==> config.mk <==
export PLATFORM = sky130hd
export DESIGN_NAME = sbox_difference_table_row_core
export DESIGN_NICKNAME = d
export VERILOG_FILES = /design/src/sv/sdt_pkg.sv /design/src/sv/sdt_lanes.sv /design/src/sv/sdt_count.sv /design/src/sv/sdt_serial.sv /design/src/sv/sbox_difference_table_row_core.sv
export SDC_FILE = /design/constraint.sdc
export NUM_CORES = 1
export LEC_CHECK = 0
export BUFFER_PORTS_ARGS = -buffer_cell sky130_fd_sc_hd__buf_2
export CAP_MARGIN = 20
export CORE_UTILIZATION = 53
export CTS_BUF_LIST = sky130_fd_sc_hd__clkbuf_16
export CTS_CLUSTER_SIZE = 12
export DETAILED_ROUTE_END_ITERATION = 6
export PLACE_DENSITY = 0.81
export REMOVE_ABC_BUFFERS = 1
export SLEW_MARGIN = 20
export SYNTH_ARGS = -nofsm -noshare
export SYNTH_HDL_FRONTEND = slang
export SYNTH_SLANG_ARGS = --single-unit
==> constraint.sdc <==
create_clock -name clk -period 7.04 [get_ports clk]
set_clock_uncertainty 0.1 [all_clocks]
set_input_delay 0.352 -clock clk [delete_from_list [all_inputs] [get_ports clk]]
set_output_delay 0.352 -clock clk [all_outputs]
set_load 0.1 [all_outputs]
==> src/sv/sdt_pkg.sv <==
// shared types, constants and a helper function for the s-box difference table row block
package sdt_pkg;

    localparam int NIB_W      = 4;
    localparam int CNT_W      = 5;
    localparam int NUM_COLS   = 16;
    localparam int SBOX_W     = 64;
    localparam int IN_TDATA_W  = 8;
    localparam int OUT_TDATA_W = 16;
    localparam int IN_PAD_W   = IN_TDATA_W - NIB_W;
    localparam int OUT_PAD_W  = OUT_TDATA_W - NIB_W - CNT_W;

    localparam logic [SBOX_W-1:0] SBOX_RESET = 64'hFEDCBA9876543210;
    localparam logic [NIB_W-1:0]  LAST_COL   = 4'd15;

    // one output difference per s-box input x
    typedef logic [NUM_COLS-1:0][NIB_W-1:0] diff_vec_t;
    // match[col][x]: output difference of x equals col
    typedef logic [NUM_COLS-1:0][NUM_COLS-1:0] match_mat_t;
    // one count per output difference
    typedef logic [NUM_COLS-1:0][CNT_W-1:0] count_vec_t;

    function automatic logic [NIB_W-1:0] sbox_apply(input logic [SBOX_W-1:0] sbox,
                                                    input logic [NIB_W-1:0] x);
        return sbox[{x, 2'b00} +: NIB_W];
    endfunction

endpackage

==> src/sv/sdt_lanes.sv <==
// stage one: sixteen lanes forming s(x) xor s(x xor a) for every x
module sdt_lanes (
    input  logic                      clk,
    input  logic                      rst_n,
    input  logic [sdt_pkg::SBOX_W-1:0] sbox,
    input  logic                      in_valid,
    output logic                      in_ready,
    input  logic [sdt_pkg::NIB_W-1:0] in_diff,
    output logic                      out_valid,
    input  logic                      out_ready,
    output sdt_pkg::diff_vec_t        out_diffs
);

    logic               valid_reg;
    logic               valid_next;
    sdt_pkg::diff_vec_t diffs_reg;
    sdt_pkg::diff_vec_t diffs_next;
    logic               load;

    assign in_ready = !valid_reg || out_ready;
    assign load     = in_valid && in_ready;

    always_comb
    begin
        for (int x = 0; x < sdt_pkg::NUM_COLS; x++)
        begin
            diffs_next[x] = sdt_pkg::sbox_apply(sbox, sdt_pkg::NIB_W'(x))
                          ^ sdt_pkg::sbox_apply(sbox, sdt_pkg::NIB_W'(x) ^ in_diff);
        end
    end

    always_comb
    begin
        if (load)
        begin
            valid_next = 1'b1;
        end
        else if (out_ready)
        begin
            valid_next = 1'b0;
        end
        else
        begin
            valid_next = valid_reg;
        end
    end

    always_ff @(posedge clk or negedge rst_n)
    begin
        if (!rst_n)
        begin
            valid_reg <= 1'b0;
        end
        else
        begin
            valid_reg <= valid_next;
        end
    end

    always_ff @(posedge clk)
    begin
        if (load)
        begin
            diffs_reg <= diffs_next;
        end
    end

    assign out_valid = valid_reg;
    assign out_diffs = diffs_reg;

endmodule

==> src/sv/sdt_count.sv <==
// stages two and three: column match matrix, then per-column population counts
module sdt_count (
    input  logic                clk,
    input  logic                rst_n,
    input  logic                in_valid,
    output logic                in_ready,
    input  sdt_pkg::diff_vec_t  in_diffs,
    output logic                out_valid,
    input  logic                out_ready,
    output sdt_pkg::count_vec_t out_counts
);

    logic                match_v_reg;
    logic                match_v_next;
    sdt_pkg::match_mat_t match_reg;
    sdt_pkg::match_mat_t match_next;
    logic                match_ready;
    logic                match_load;

    logic                cnt_v_reg;
    logic                cnt_v_next;
    sdt_pkg::count_vec_t counts_reg;
    sdt_pkg::count_vec_t counts_next;
    logic                cnt_load;

    assign match_ready = !cnt_v_reg || out_ready;
    assign in_ready    = !match_v_reg || match_ready;
    assign match_load  = in_valid && in_ready;
    assign cnt_load    = match_v_reg && match_ready;

    always_comb
    begin
        for (int c = 0; c < sdt_pkg::NUM_COLS; c++)
        begin
            for (int x = 0; x < sdt_pkg::NUM_COLS; x++)
            begin
                match_next[c][x] = (in_diffs[x] == sdt_pkg::NIB_W'(c));
            end
        end
    end

    // two-level adder tree: four groups of four bits, then the group sums
    always_comb
    begin
        logic [3:0][2:0] part;
        part = '0;
        for (int c = 0; c < sdt_pkg::NUM_COLS; c++)
        begin
            for (int g = 0; g < 4; g++)
            begin
                part[g] = 3'(match_reg[c][4*g])   + 3'(match_reg[c][4*g+1])
                        + 3'(match_reg[c][4*g+2]) + 3'(match_reg[c][4*g+3]);
            end
            counts_next[c] = sdt_pkg::CNT_W'(part[0]) + sdt_pkg::CNT_W'(part[1])
                           + sdt_pkg::CNT_W'(part[2]) + sdt_pkg::CNT_W'(part[3]);
        end
    end

    always_comb
    begin
        if (match_load)
        begin
            match_v_next = 1'b1;
        end
        else if (match_ready)
        begin
            match_v_next = 1'b0;
        end
        else
        begin
            match_v_next = match_v_reg;
        end

        if (cnt_load)
        begin
            cnt_v_next = 1'b1;
        end
        else if (out_ready)
        begin
            cnt_v_next = 1'b0;
        end
        else
        begin
            cnt_v_next = cnt_v_reg;
        end
    end

    always_ff @(posedge clk or negedge rst_n)
    begin
        if (!rst_n)
        begin
            match_v_reg <= 1'b0;
            cnt_v_reg   <= 1'b0;
        end
        else
        begin
            match_v_reg <= match_v_next;
            cnt_v_reg   <= cnt_v_next;
        end
    end

    always_ff @(posedge clk)
    begin
        if (match_load)
        begin
            match_reg <= match_next;
        end
        if (cnt_load)
        begin
            counts_reg <= counts_next;
        end
    end

    assign out_valid  = cnt_v_reg;
    assign out_counts = counts_reg;

endmodule

==> src/sv/sdt_serial.sv <==
// output stage: shifts the sixteen column counts out one word per beat
module sdt_serial (
    input  logic                      clk,
    input  logic                      rst_n,
    input  logic                      in_valid,
    output logic                      in_ready,
    input  sdt_pkg::count_vec_t       in_counts,
    output logic                      out_valid,
    input  logic                      out_ready,
    output logic [sdt_pkg::NIB_W-1:0] out_col,
    output logic [sdt_pkg::CNT_W-1:0] out_count,
    output logic                      out_last
);

    logic                      busy_reg;
    logic                      busy_next;
    logic [sdt_pkg::NIB_W-1:0] col_reg;
    logic [sdt_pkg::NIB_W-1:0] col_next;
    sdt_pkg::count_vec_t       counts_reg;
    sdt_pkg::count_vec_t       counts_next;
    logic                      beat;
    logic                      done;
    logic                      load;

    assign beat     = busy_reg && out_ready;
    assign done     = beat && (col_reg == sdt_pkg::LAST_COL);
    assign in_ready = !busy_reg || done;
    assign load     = in_valid && in_ready;

    always_comb
    begin
        busy_next   = busy_reg;
        col_next    = col_reg;
        counts_next = counts_reg;
        if (load)
        begin
            busy_next   = 1'b1;
            col_next    = '0;
            counts_next = in_counts;
        end
        else if (beat)
        begin
            busy_next = !done;
            col_next  = col_reg + 1'b1;
            for (int i = 0; i < sdt_pkg::NUM_COLS - 1; i++)
            begin
                counts_next[i] = counts_reg[i+1];
            end
            counts_next[sdt_pkg::NUM_COLS-1] = '0;
        end
    end

    always_ff @(posedge clk or negedge rst_n)
    begin
        if (!rst_n)
        begin
            busy_reg <= 1'b0;
            col_reg  <= '0;
        end
        else
        begin
            busy_reg <= busy_next;
            col_reg  <= col_next;
        end
    end

    always_ff @(posedge clk)
    begin
        counts_reg <= counts_next;
    end

    assign out_valid = busy_reg;
    assign out_col   = col_reg;
    assign out_count = counts_reg[0];
    assign out_last  = (col_reg == sdt_pkg::LAST_COL);

`ifndef SYNTHESIS
    a_col_step: assert property (@(posedge clk) disable iff (!rst_n)
        busy_reg && out_ready && col_reg != sdt_pkg::LAST_COL
        |=> busy_reg && col_reg == sdt_pkg::NIB_W'($past(col_reg) + 1'b1))
        else $error("column did not advance after a taken word");

    a_row_start: assert property (@(posedge clk) disable iff (!rst_n)
        in_valid && in_ready |=> busy_reg && col_reg == '0)
        else $error("new row did not start at column zero");

    a_row_end: assert property (@(posedge clk) disable iff (!rst_n)
        busy_reg && out_ready && col_reg == sdt_pkg::LAST_COL && !in_valid |=> !busy_reg)
        else $error("serializer stayed busy after the last word");
`endif

endmodule

==> src/sv/sbox_difference_table_row_core.sv <==
// top level: difference distribution table row of a configurable 4-bit s-box
//
//  channel   dir  handshake                    contents
//  s_axis    in   s_axis_tvalid/s_axis_tready  tdata[3:0] input_difference
//  m_axis    out  m_axis_tvalid/m_axis_tready  tdata[3:0] output_difference,
//                                              tdata[8:4] pair_count, tlast last_of_row
//  cfg       in   cfg_wr_en                    cfg_wr_data[63:0] sbox_entries
//
//  an input word passes three register stages (difference lanes, match matrix,
//  column counts) and then the output shifter register before its first result is presented
//  sixteen result words per input word, one per cycle when m_axis_tready holds;
//  the output shifter limits the sustained rate, taking a new row only as its last word is taken
//  reset clears all valid bits and the column counter and loads the identity s-box
//  stalls back up stage by stage through the ready chain without losing any word
module sbox_difference_table_row_core (
    input  logic                                clk,
    input  logic                                rst_n,
    input  logic                                cfg_wr_en,
    input  logic [sdt_pkg::SBOX_W-1:0]          cfg_wr_data,
    input  logic                                s_axis_tvalid,
    output logic                                s_axis_tready,
    input  logic [sdt_pkg::IN_TDATA_W-1:0]      s_axis_tdata,   // [3:0] input_difference
    output logic                                m_axis_tvalid,
    input  logic                                m_axis_tready,
    output logic [sdt_pkg::OUT_TDATA_W-1:0]     m_axis_tdata,   // [3:0] output_difference, [8:4] pair_count
    output logic                                m_axis_tlast    // last_of_row
);

    logic [sdt_pkg::SBOX_W-1:0] sbox_reg;
    logic                       lanes_valid;
    logic                       lanes_ready;
    sdt_pkg::diff_vec_t         lanes_diffs;
    logic                       cnt_valid;
    logic                       cnt_ready;
    sdt_pkg::count_vec_t        cnt_counts;
    logic [sdt_pkg::NIB_W-1:0]  out_col;
    logic [sdt_pkg::CNT_W-1:0]  out_count;

    always_ff @(posedge clk or negedge rst_n)
    begin
        if (!rst_n)
        begin
            sbox_reg <= sdt_pkg::SBOX_RESET;
        end
        else if (cfg_wr_en)
        begin
            sbox_reg <= cfg_wr_data;
        end
    end

    sdt_lanes u_lanes (
        .clk       (clk),
        .rst_n     (rst_n),
        .sbox      (sbox_reg),
        .in_valid  (s_axis_tvalid),
        .in_ready  (s_axis_tready),
        .in_diff   (s_axis_tdata[sdt_pkg::NIB_W-1:0]),
        .out_valid (lanes_valid),
        .out_ready (lanes_ready),
        .out_diffs (lanes_diffs)
    );

    sdt_count u_count (
        .clk        (clk),
        .rst_n      (rst_n),
        .in_valid   (lanes_valid),
        .in_ready   (lanes_ready),
        .in_diffs   (lanes_diffs),
        .out_valid  (cnt_valid),
        .out_ready  (cnt_ready),
        .out_counts (cnt_counts)
    );

    sdt_serial u_serial (
        .clk       (clk),
        .rst_n     (rst_n),
        .in_valid  (cnt_valid),
        .in_ready  (cnt_ready),
        .in_counts (cnt_counts),
        .out_valid (m_axis_tvalid),
        .out_ready (m_axis_tready),
        .out_col   (out_col),
        .out_count (out_count),
        .out_last  (m_axis_tlast)
    );

    assign m_axis_tdata = {{sdt_pkg::OUT_PAD_W{1'b0}}, out_count, out_col};

endmodule

==> Word level (Yosys, flattened, before mapping) <==
Cells that the tools add are included.
{ "totals": {"regBits": 552, "inputBits": 77, "out_inout_bits": 19, "elab_cells": 646} }
{ "classes": {"add_sub_neg": 241, "eq_ne": 241, "shift": 16, "muxes": 12, "n_bitwise": 31, "reduce_logical": 35} }
{ "op_table": {"columns": ["op", "count"], "rows": [
  ["indexed part select 64 x 7 -> 4 bit", 16],
  ["equality test 4 bit, second input constant", 129],
  ["adder 3 x 1 -> 3 bit", 128],
  ["equality test 4 x 3 -> 1 bit, second input constant", 64],
  ["adder 5 x 3 -> 5 bit", 32],
  ["two-way mux 80 bit", 2],
  ["adder 1 x 1 -> 2 bit", 64],
  ["equality test 4 x 2 -> 1 bit, second input constant", 32],
  ["adder 3 x 3 -> 4 bit", 16],
  ["equality test 4 x 1 -> 1 bit, second input constant", 16],
  ["logical NOT 4 bit", 16],
  ["bitwise XOR 4 bit", 16],
  ["NOT 2 bit", 6],
  ["NOT 3 bit", 4],
  ["two-way mux 1 bit", 8],
  ["two-way mux 4 bit", 2],
  ["nonzero test 2 bit", 4],
  ["logical AND 1 bit", 6],
  ["logical NOT 1 bit", 5],
  ["adder 4 x 1 -> 4 bit, second input constant", 1],
  ["logical OR 1 bit", 4],
  ["NOT 1 bit", 4],
  ["NOT 4 bit", 1]
]} }

==> Longest topological paths before layout <==
Gate-level depths: netlist of run 1.
{ "logic_depth": {"ltp_word": 8, "mapped_depth": 13, "depth_no_buf": 13} }

==> Cells and area by module <==
A second synthesis of run 1 with hierarchy kept.
{ "unflattened": {"cells_unflattened": 2045, "hier_area_um2": 30628.1} }
{ "by_module_without_submodules": {"columns": ["mod", "instances", "cells_each", "area_per_inst_um2", "seq_area_each_um2"], "rows": [
  ["sdt_count", 1, 1406, 18536.5, 10139.7],
  ["sdt_lanes", 1, 288, 5597.9, 1946.9],
  ["sdt_serial", 1, 208, 3718.6, 2527.4],
  ["sbox_difference_table_row_core", 1, 143, 2775.2, 1641.6]
]} }

==> Worst setup path after synthesis of run 1 <==
No wires, ideal clock.
{ "synth_path": {"kind": "register -> register", "from": "register u_serial.col_reg, in the netlist u_serial.out_col[0]", "to": "register u_count.match_reg[0] (netlist name), enable pin", "arrival_ps": 7438, "setup_slack_ps": -1148, "path_stages_with_launch": 5, "period_less_slack_ps": 8188, "cell_sequence": "dfrtp_1 -> ha_1 -> nand4_1 -> nand3_1 -> and2_1"} }
{ "synth_between": {"elab_chain_cells": 6} }
{ "synth_lines": {"columns": ["element", "line", "rtl"], "rows": [
  ["from (decl)", "sdt_serial.sv:17", "logic [sdt_pkg::NIB_W-1:0] col_reg;"],
  ["from (signal assigned)", "sdt_serial.sv:63", "col_reg <= col_next;"],
  ["equality test 4 bit", "sdt_serial.sv:26", "assign done = beat && (col_reg == sdt_pkg::LAST_COL);"],
  ["logical AND 1 bit", "sdt_serial.sv:26", null],
  ["logical OR 1 bit", "sdt_serial.sv:27", "assign in_ready = !busy_reg || done;"],
  ["logical OR 1 bit", "sdt_count.sv:26", "assign match_ready = !cnt_v_reg || out_ready;"],
  ["logical OR 1 bit", "sdt_count.sv:27", "assign in_ready = !match_v_reg || match_ready;"],
  ["logical AND 1 bit", "sdt_count.sv:28", "assign match_load = in_valid && in_ready;"],
  ["named net u_count.match_load", "sdt_count.sv:18", "logic match_load;"],
  ["to (signal assigned)", "sdt_count.sv:106", "match_reg <= match_next;"],
  ["to (decl)", "sdt_count.sv:15", "sdt_pkg::match_mat_t match_reg;"]
]} }
The timed path passes the listed nets, and every way through them passes these cells.
A chain may end at the register's enable or synchronous reset.

==> metrics.txt, run 1 <==
# DRC 0; post-synthesis sequential area ratio 51.4%; maximum VDD drop 0.213 mV; startpoint types register; top post-synthesis cells by area edfxtp_1 46%, fa_1 9.1%, ha_1 8.9%; Setup Buffers After CTS 0; Worst-path clk slew 0.06 ns; Worst Setup Path Type reg -> reg; YS warnings 0; Worst slew margin 30.6%; chip width 246 um; worst skew pair latency 0.63 ns; number of flip-flops in the largest register 256; crit path max-delay cell type fa_1; filler cell count in the final layout 4396; Layout Cells excl Fill 3224; CP cell instances ha_1 > inv_1 > fa_1 > inv_1 > ha_1 > fa_1 > xnor2_1 > fa_1 > inv_1 > ha_1 > a21o_1 > a21o_1; CTS Buf Count 58; CP endpoint kind register; WL final 72.1 mm; sw frac 26.8%; Max stage delay on crit path 0.48 ns; area taken by multi-input logic gates 13400 um2; largest net degree at the start of global routing 172; Final Hold Fails 0; placed cells 3053; first-pass GRT wire length 110 mm; Slew Limit Fails 0; Port Buffer Count 84; Starting Density 53.6%; Ports 96; P_sw 2.24 mW; WP data arrival 4.14 ns; Period minus WS final 3.85 ns; status complete, no violations; Detailed Routing Iterations Pass 1 5; ant diodes 0; flops & latches, synth 552; combinational share of power 17.6%; cells after synthesis 2237; crit path max fanout 2; CTS Sinks 552; CP Data Required Time 7.32 ns; Initial DRC Count 1727; internal power 6.14 mW; Core Area 59000 um2; r2r endpoint u_count.out_counts[29]; Leak 15.1 nW; Mean Syn Cell Area 14.1 um2; clock buffer depth 3; grt met2 use 41.5%; Crit Reg-Reg Startpoint u_count.match_reg[85]; H-Tree Depth 2; fin crit share 54.7%; Vias 18.2k; Seq. cell area 16300 um2; fmax 259 MHz; R2R cell count 12; chip height 246 um; post-route ant nets 0; Pwr Density 238 nW/um2; WL/cell 22.4 um; row count 89; share of the synthesized area in the top cell type 45.6%; Worst Setup SP u_count.match_reg[85]; Max-Cap Viols 0; post-layout util 59.8%; Seq pwr share 47.3%; vias in the first global route 19.1k; crit path to u_count.out_counts[29]; vias per inst 5.64; Detailed Place HPWL 52.9 mm; Clk pwr share 35.1%; RSZ-0062 raised after global routing no; FF-to-FF setup slack 3.19 ns; count of different cell masters after synthesis 35; Post-Syn Area 31600 um2; Layout area overhead 11.6%; share of cells above drive strength 1 19.0%; final setup vio count 0; CTS resizes 0; antenna violations before repair 0; Worst-Margin Slew 1.04 ns; gr ovfl total 0; GPL Wtd Cong 1.01; Total GRT Usage 24.6%; Synth area leader edfxtp_1; busiest grt layer met2; Hold Crit Class in -> reg; CTS tree done; die area 60700 um2; M3 GR Usage 3.93%; nets@finish 2853; clk root buf clkbuf_16; met1 usage 31.6%
-- power by group through the flow --
| stage | sequential, mW | clock (mW) | combinational [mW] |
|---|---|---|---|
| global placement | 4.02 | 0 | 1.38 |
| floorplan | 4.06 | 0 | 0.978 |
| finish | 3.96 | 2.94 | 1.48 |
| detailed placement | 4.02 | 0 | 1.45 |
| CTS | 3.96 | 2.98 | 1.49 |
| global route | 3.98 | 3.10 | 1.64 |
-- layer usage --
layer	vias up	wire length, um
li1	8072	-
met3	181	5200
met1	9123	27800
met4	0	3180
met5	-	0
met2	816	35900
-- what timing repair did --
item	in CTS	in global routing
setup endpoints to repair	0	0
hold buffers	66	0
hold endpoints to repair	105	0
-- cells in the mapped netlist --
cell type / n
edfxtp_1: 480
inv_1: 447
ha_1: 225
fa_1: 144
nor2_1: 144
mux2_2: 139
mux4_2: 121
nor3_1: 96
xor2_1: 83
nand2b_1: 67
a21o_1: 65
dfrtp_1: 40
nand2_1: 35
dfstp_2: 32
buf_2: 22
nor4_1: 16
buf_4: 14
xnor2_1: 13
and2_1: 9
clkbuf_1: 9
buf_6: 7
mux4_1: 7
o21ai_0: 4
buf_1: 3
a21oi_1: 2
nand3_1: 2
nand4_1: 2
or3_1: 2
a21boi_0: 1
and3_1: 1
buf_12: 1
conb_1: 1
mux2i_1: 1
nor2b_1: 1
or2_2: 1
-- how the worst min path moves through the flow --
| stage | start | to | slack, ns | cells past startpoint |
|---|---|---|---|---|
| final | m_axis_tready | u_serial.out_valid | 0.12 | 3 |
| after global routing | m_axis_tready | u_serial.out_valid | 0.15 | 3 |
| after CTS | m_axis_tready | u_serial.out_valid | 0.11 | 3 |
| after detailed placement | u_count.out_counts[75] | u_serial.counts_reg[75] | 0.41 | 1 |
| after global placement | u_lanes.out_valid | u_count.match_v_reg | 0.37 | 1 |
| after floorplan | rst_n | sbox_reg[0] | -0.04 | 0 |
-- cells in the final DEF (no fill, tap or decap), types with 82 or more instances in the layout --
master / instances
mux4_2: 121
edfxtp_1: 480
mux2_2: 139
ha_1: 225
fa_1: 144
inv_1: 468
nor3_1: 96
buf_2: 82
xor2_1: 83
nor2_1: 144
-- per-stage QoR --
stage / power (mW) / setup TNS, ns / setup slack [ns] / hold slack (ns) / area, um2
2_1_floorplan: 5.04 / -399.84 / -1.30 / -0.0436 / 31300
3_3_place_gp: 5.39 / 0 / 3.32 / 0.372 / 32800
3_5_place_dp: 5.47 / 0 / 3.23 / 0.406 / 32800
4_1_cts: 8.42 / 0 / 3.20 / 0.106 / 35300
5_1_grt: 8.72 / 0 / 3.06 / 0.147 / 35300
6_report: 8.38 / 0 / 3.19 / 0.122 / 35300
-- worst max-delay path, delay by kind of cell (launching register included) --
| family | cells | cell delay (ns) |
|---|---|---|
| flops | 1 | 0.42 |
| compound gates | 2 | 0.35 |
| buf+inv | 3 | 0.22 |
| fa+ha+maj | 6 | 2.08 |
| xor+xnor | 1 | 0.43 |
-- area by class of cell --
cell class | count | area share [%]
well taps | 773 | 2.74
repair buffers | 160 | 3.39
flip-flops and latches | 552 | 46.1
inverters | 447 | 4.76
clock buffers | 62 | 4.40
multi-input cells | 1188 | 37.9
clock inverters | 42 | 0.713
-- logic make-up after synthesis --
kind of cell	Yosys count	share of synthesized area (%)
DFF	552	51.4
buffers and inverters	503	6.44
AOI/OAI and AO/OA	72	1.66
other	1	0.0119
muxes	268	14.2
and+or+nand+nor	376	5.63
adders and majority gates	369	18.0
xor gates and xnor gates	96	2.66
Note: power is estimated with default switching activity, not from simulation.
==> run 2, diff against run 1 <==
--- a/config.mk
+++ b/config.mk
@@ -11,7 +11,7 @@
 export CTS_BUF_LIST = sky130_fd_sc_hd__clkbuf_16
 export CTS_CLUSTER_SIZE = 12
 export DETAILED_ROUTE_END_ITERATION = 6
-export PLACE_DENSITY = 0.81
+export PLACE_DENSITY = 0.79
 export REMOVE_ABC_BUFFERS = 1
 export SLEW_MARGIN = 20
 export SYNTH_ARGS = -nofsm -noshare
==> constraint.sdc (replaced) <==
create_clock -name clk -period 3.95 [get_ports clk]
set_clock_uncertainty 0.1 [all_clocks]
set_input_delay 0.1975 -clock clk [delete_from_list [all_inputs] [get_ports clk]]
set_output_delay 0.1975 -clock clk [all_outputs]
set_load 0.1 [all_outputs]
==> run 2 against run 1 <==
Compared with the run above: non-clock buffer count is 15 higher; highest routed layer unchanged; the run now ends with design-rule violations left; largest cell class unchanged; via count is 0.19% higher; die area stayed put; sequential share of layout area is 0.16 points lower; critical path depth is 1 higher; worst hold slack worse by 0.074 ns; clock-buffer cell count is 1 lower; clock power is 71% higher; global-route usage is 0.55 points lower; power is 76% higher.
==> metrics.txt, run 2 (synthesized netlist as in run 1, its figures left out) <==
Total GRT Usage 24.0%; largest net degree at the start of global routing 74; fin crit share 96.4%; area taken by multi-input logic gates 13400 um2; share of cells above drive strength 1 19.7%; Detailed Routing Iterations Pass 1 7; gr ovfl total 0; GPL Wtd Cong 1.08; filler cell count in the final layout 4409; Power Total 14.8 mW; Pwr Density 417 nW/um2; fmax 262 MHz; chip height 246 um; RSZ-0062 raised after global routing no; CTS resizes 0; vias per inst 5.63; die area 60700 um2; Final Hold Fails 0; Crit Reg-Reg Startpoint u_count.match_reg[100]; clk root buf clkbuf_16; Hold-fix buffers, CTS 67; Core Area 59000 um2; Buf+Inv Stages, Crit Path 4; Port Buffer Count 84; hold_ws 0.0481 ns; CTS tree done; FF-to-FF setup slack 0.14 ns; Layout area overhead 11.9%; Leak 15.2 nW; row count 89; WP data arrival 4.09 ns; Setup Buffers After CTS 0; CP endpoint kind register; final setup vio count 0; Worst-path clk slew 0.06 ns; Initial DRC Count 1675; Period minus WS final 3.81 ns; CP Data Required Time 4.23 ns; chip width 246 um; post-route ant nets 0; Ports 96; clock buffer depth 3; ant diodes 0; Worst slew margin 40.5%; Max stage delay on crit path 0.52 ns; first-pass GRT wire length 108 mm; CP cell instances ha_1 > inv_1 > fa_1 > inv_1 > ha_1 > inv_1 > fa_1 > xor2_1 > fa_1 > inv_1 > ha_1 > a21o_1 > a21o_1; Worst-Margin Slew 0.885 ns; Crit path top cell by count inv_1; antenna violations before repair 0; failing checks design-rule violations; crit path max fanout 2; highest-count cells in the layout ignoring fill and taps 480 x edfxtp_1, 463 x inv_1, 225 x ha_1; CTS Buf Count 58; crit path max-delay cell type fa_1; worst skew pair latency 0.63 ns; r2r endpoint u_count.out_counts[34]; nets@finish 2868; number of flip-flops in the largest register 256; CTS Sinks 552; R2R cell count 13; maximum VDD drop 0.364 mV; Slew Limit Fails 0; Seq. cell area 16300 um2; Hold Crit Class in -> async; vias in the first global route 19.0k; status finished with violations; Worst Setup Path Type reg -> reg; crit-path leading delay family adder cells; Starting Density 53.6%; WL/cell 21.7 um; Vias 18.2k; WL final 70.3 mm; most common cell after layout, fill and taps aside edfxtp_1; startpoint types register; # DRC 2; Max-Cap Viols 0; Detailed Place HPWL 52.9 mm; H-Tree Depth 2
[run 2: changes by cell type in the layout (fill, tap and decap cells not counted), moves of 2 or more]
cell,previous run,this run
clkinv_1,8,6
buf_4,9,17
clkinv_2,4,10
inv_1,468,463
clkinv_4,2,0
buf_12,1,9
inv_2,1,5
[run 2: routing by layer]
metal / GRT usage, % / wire [um] / up-vias
met3: 4.74 / 5190 / 214
met4: 10.5 / 3430 / 0
met1: 30.4 / 27000 / 9079
met5: 0 / 0 / -
li1: - / - / 8116
met2: 40.2 / 34700 / 818
[run 2: final cells by class]
cell class	instances	share of cell area, %
Clock buffer	61	4.31
Sequential cell	552	45.9
Clock inverter	41	0.580
Inverter	447	4.74
Timing Repair Buffer	175	3.92
Multi-Input combinational cell	1188	37.8
Tap cell	773	2.73
[run 2: through the flow]
stage	util [%]	setup TNS [ns]	setup slack [ns]	instances	area, um2
2_1_floorplan	-	-1635.11	-4.39	2187	31300
3_3_place_gp	55.9	0	0.221	3068	33000
3_5_place_dp	55.9	0	0.179	3068	33000
4_1_cts	60.0	0	0.187	3237	35400
5_1_grt	60.0	0	0.0328	3237	35400
6_report	60.0	0	0.140	3237	35400
[run 2: worst max-delay path by stage]
stage / slack [ns] / cells past startpoint / end / start
after floorplan: -4.39 / 4 / u_serial.counts_reg[10] / u_serial.out_col[0]
after global placement: 0.22 / 12 / u_count.out_counts[43] / u_count.match_reg[132]
after detailed placement: 0.18 / 10 / u_count.out_counts[43] / u_count.match_reg[128]
after CTS: 0.19 / 13 / u_count.out_counts[34] / u_count.match_reg[96]
after global routing: 0.03 / 13 / u_count.out_counts[34] / u_count.match_reg[96]
final: 0.14 / 13 / u_count.out_counts[34] / u_count.match_reg[100]
[run 2: where the power goes]
| part | switching (mW) | internal (mW) | total [mW] |
|---|---|---|---|
| Sequential | 0.252 | 6.80 | 7.05 |
| Clock | 2.22 | 2.82 | 5.03 |
| Combinational | 1.46 | 1.22 | 2.67 |
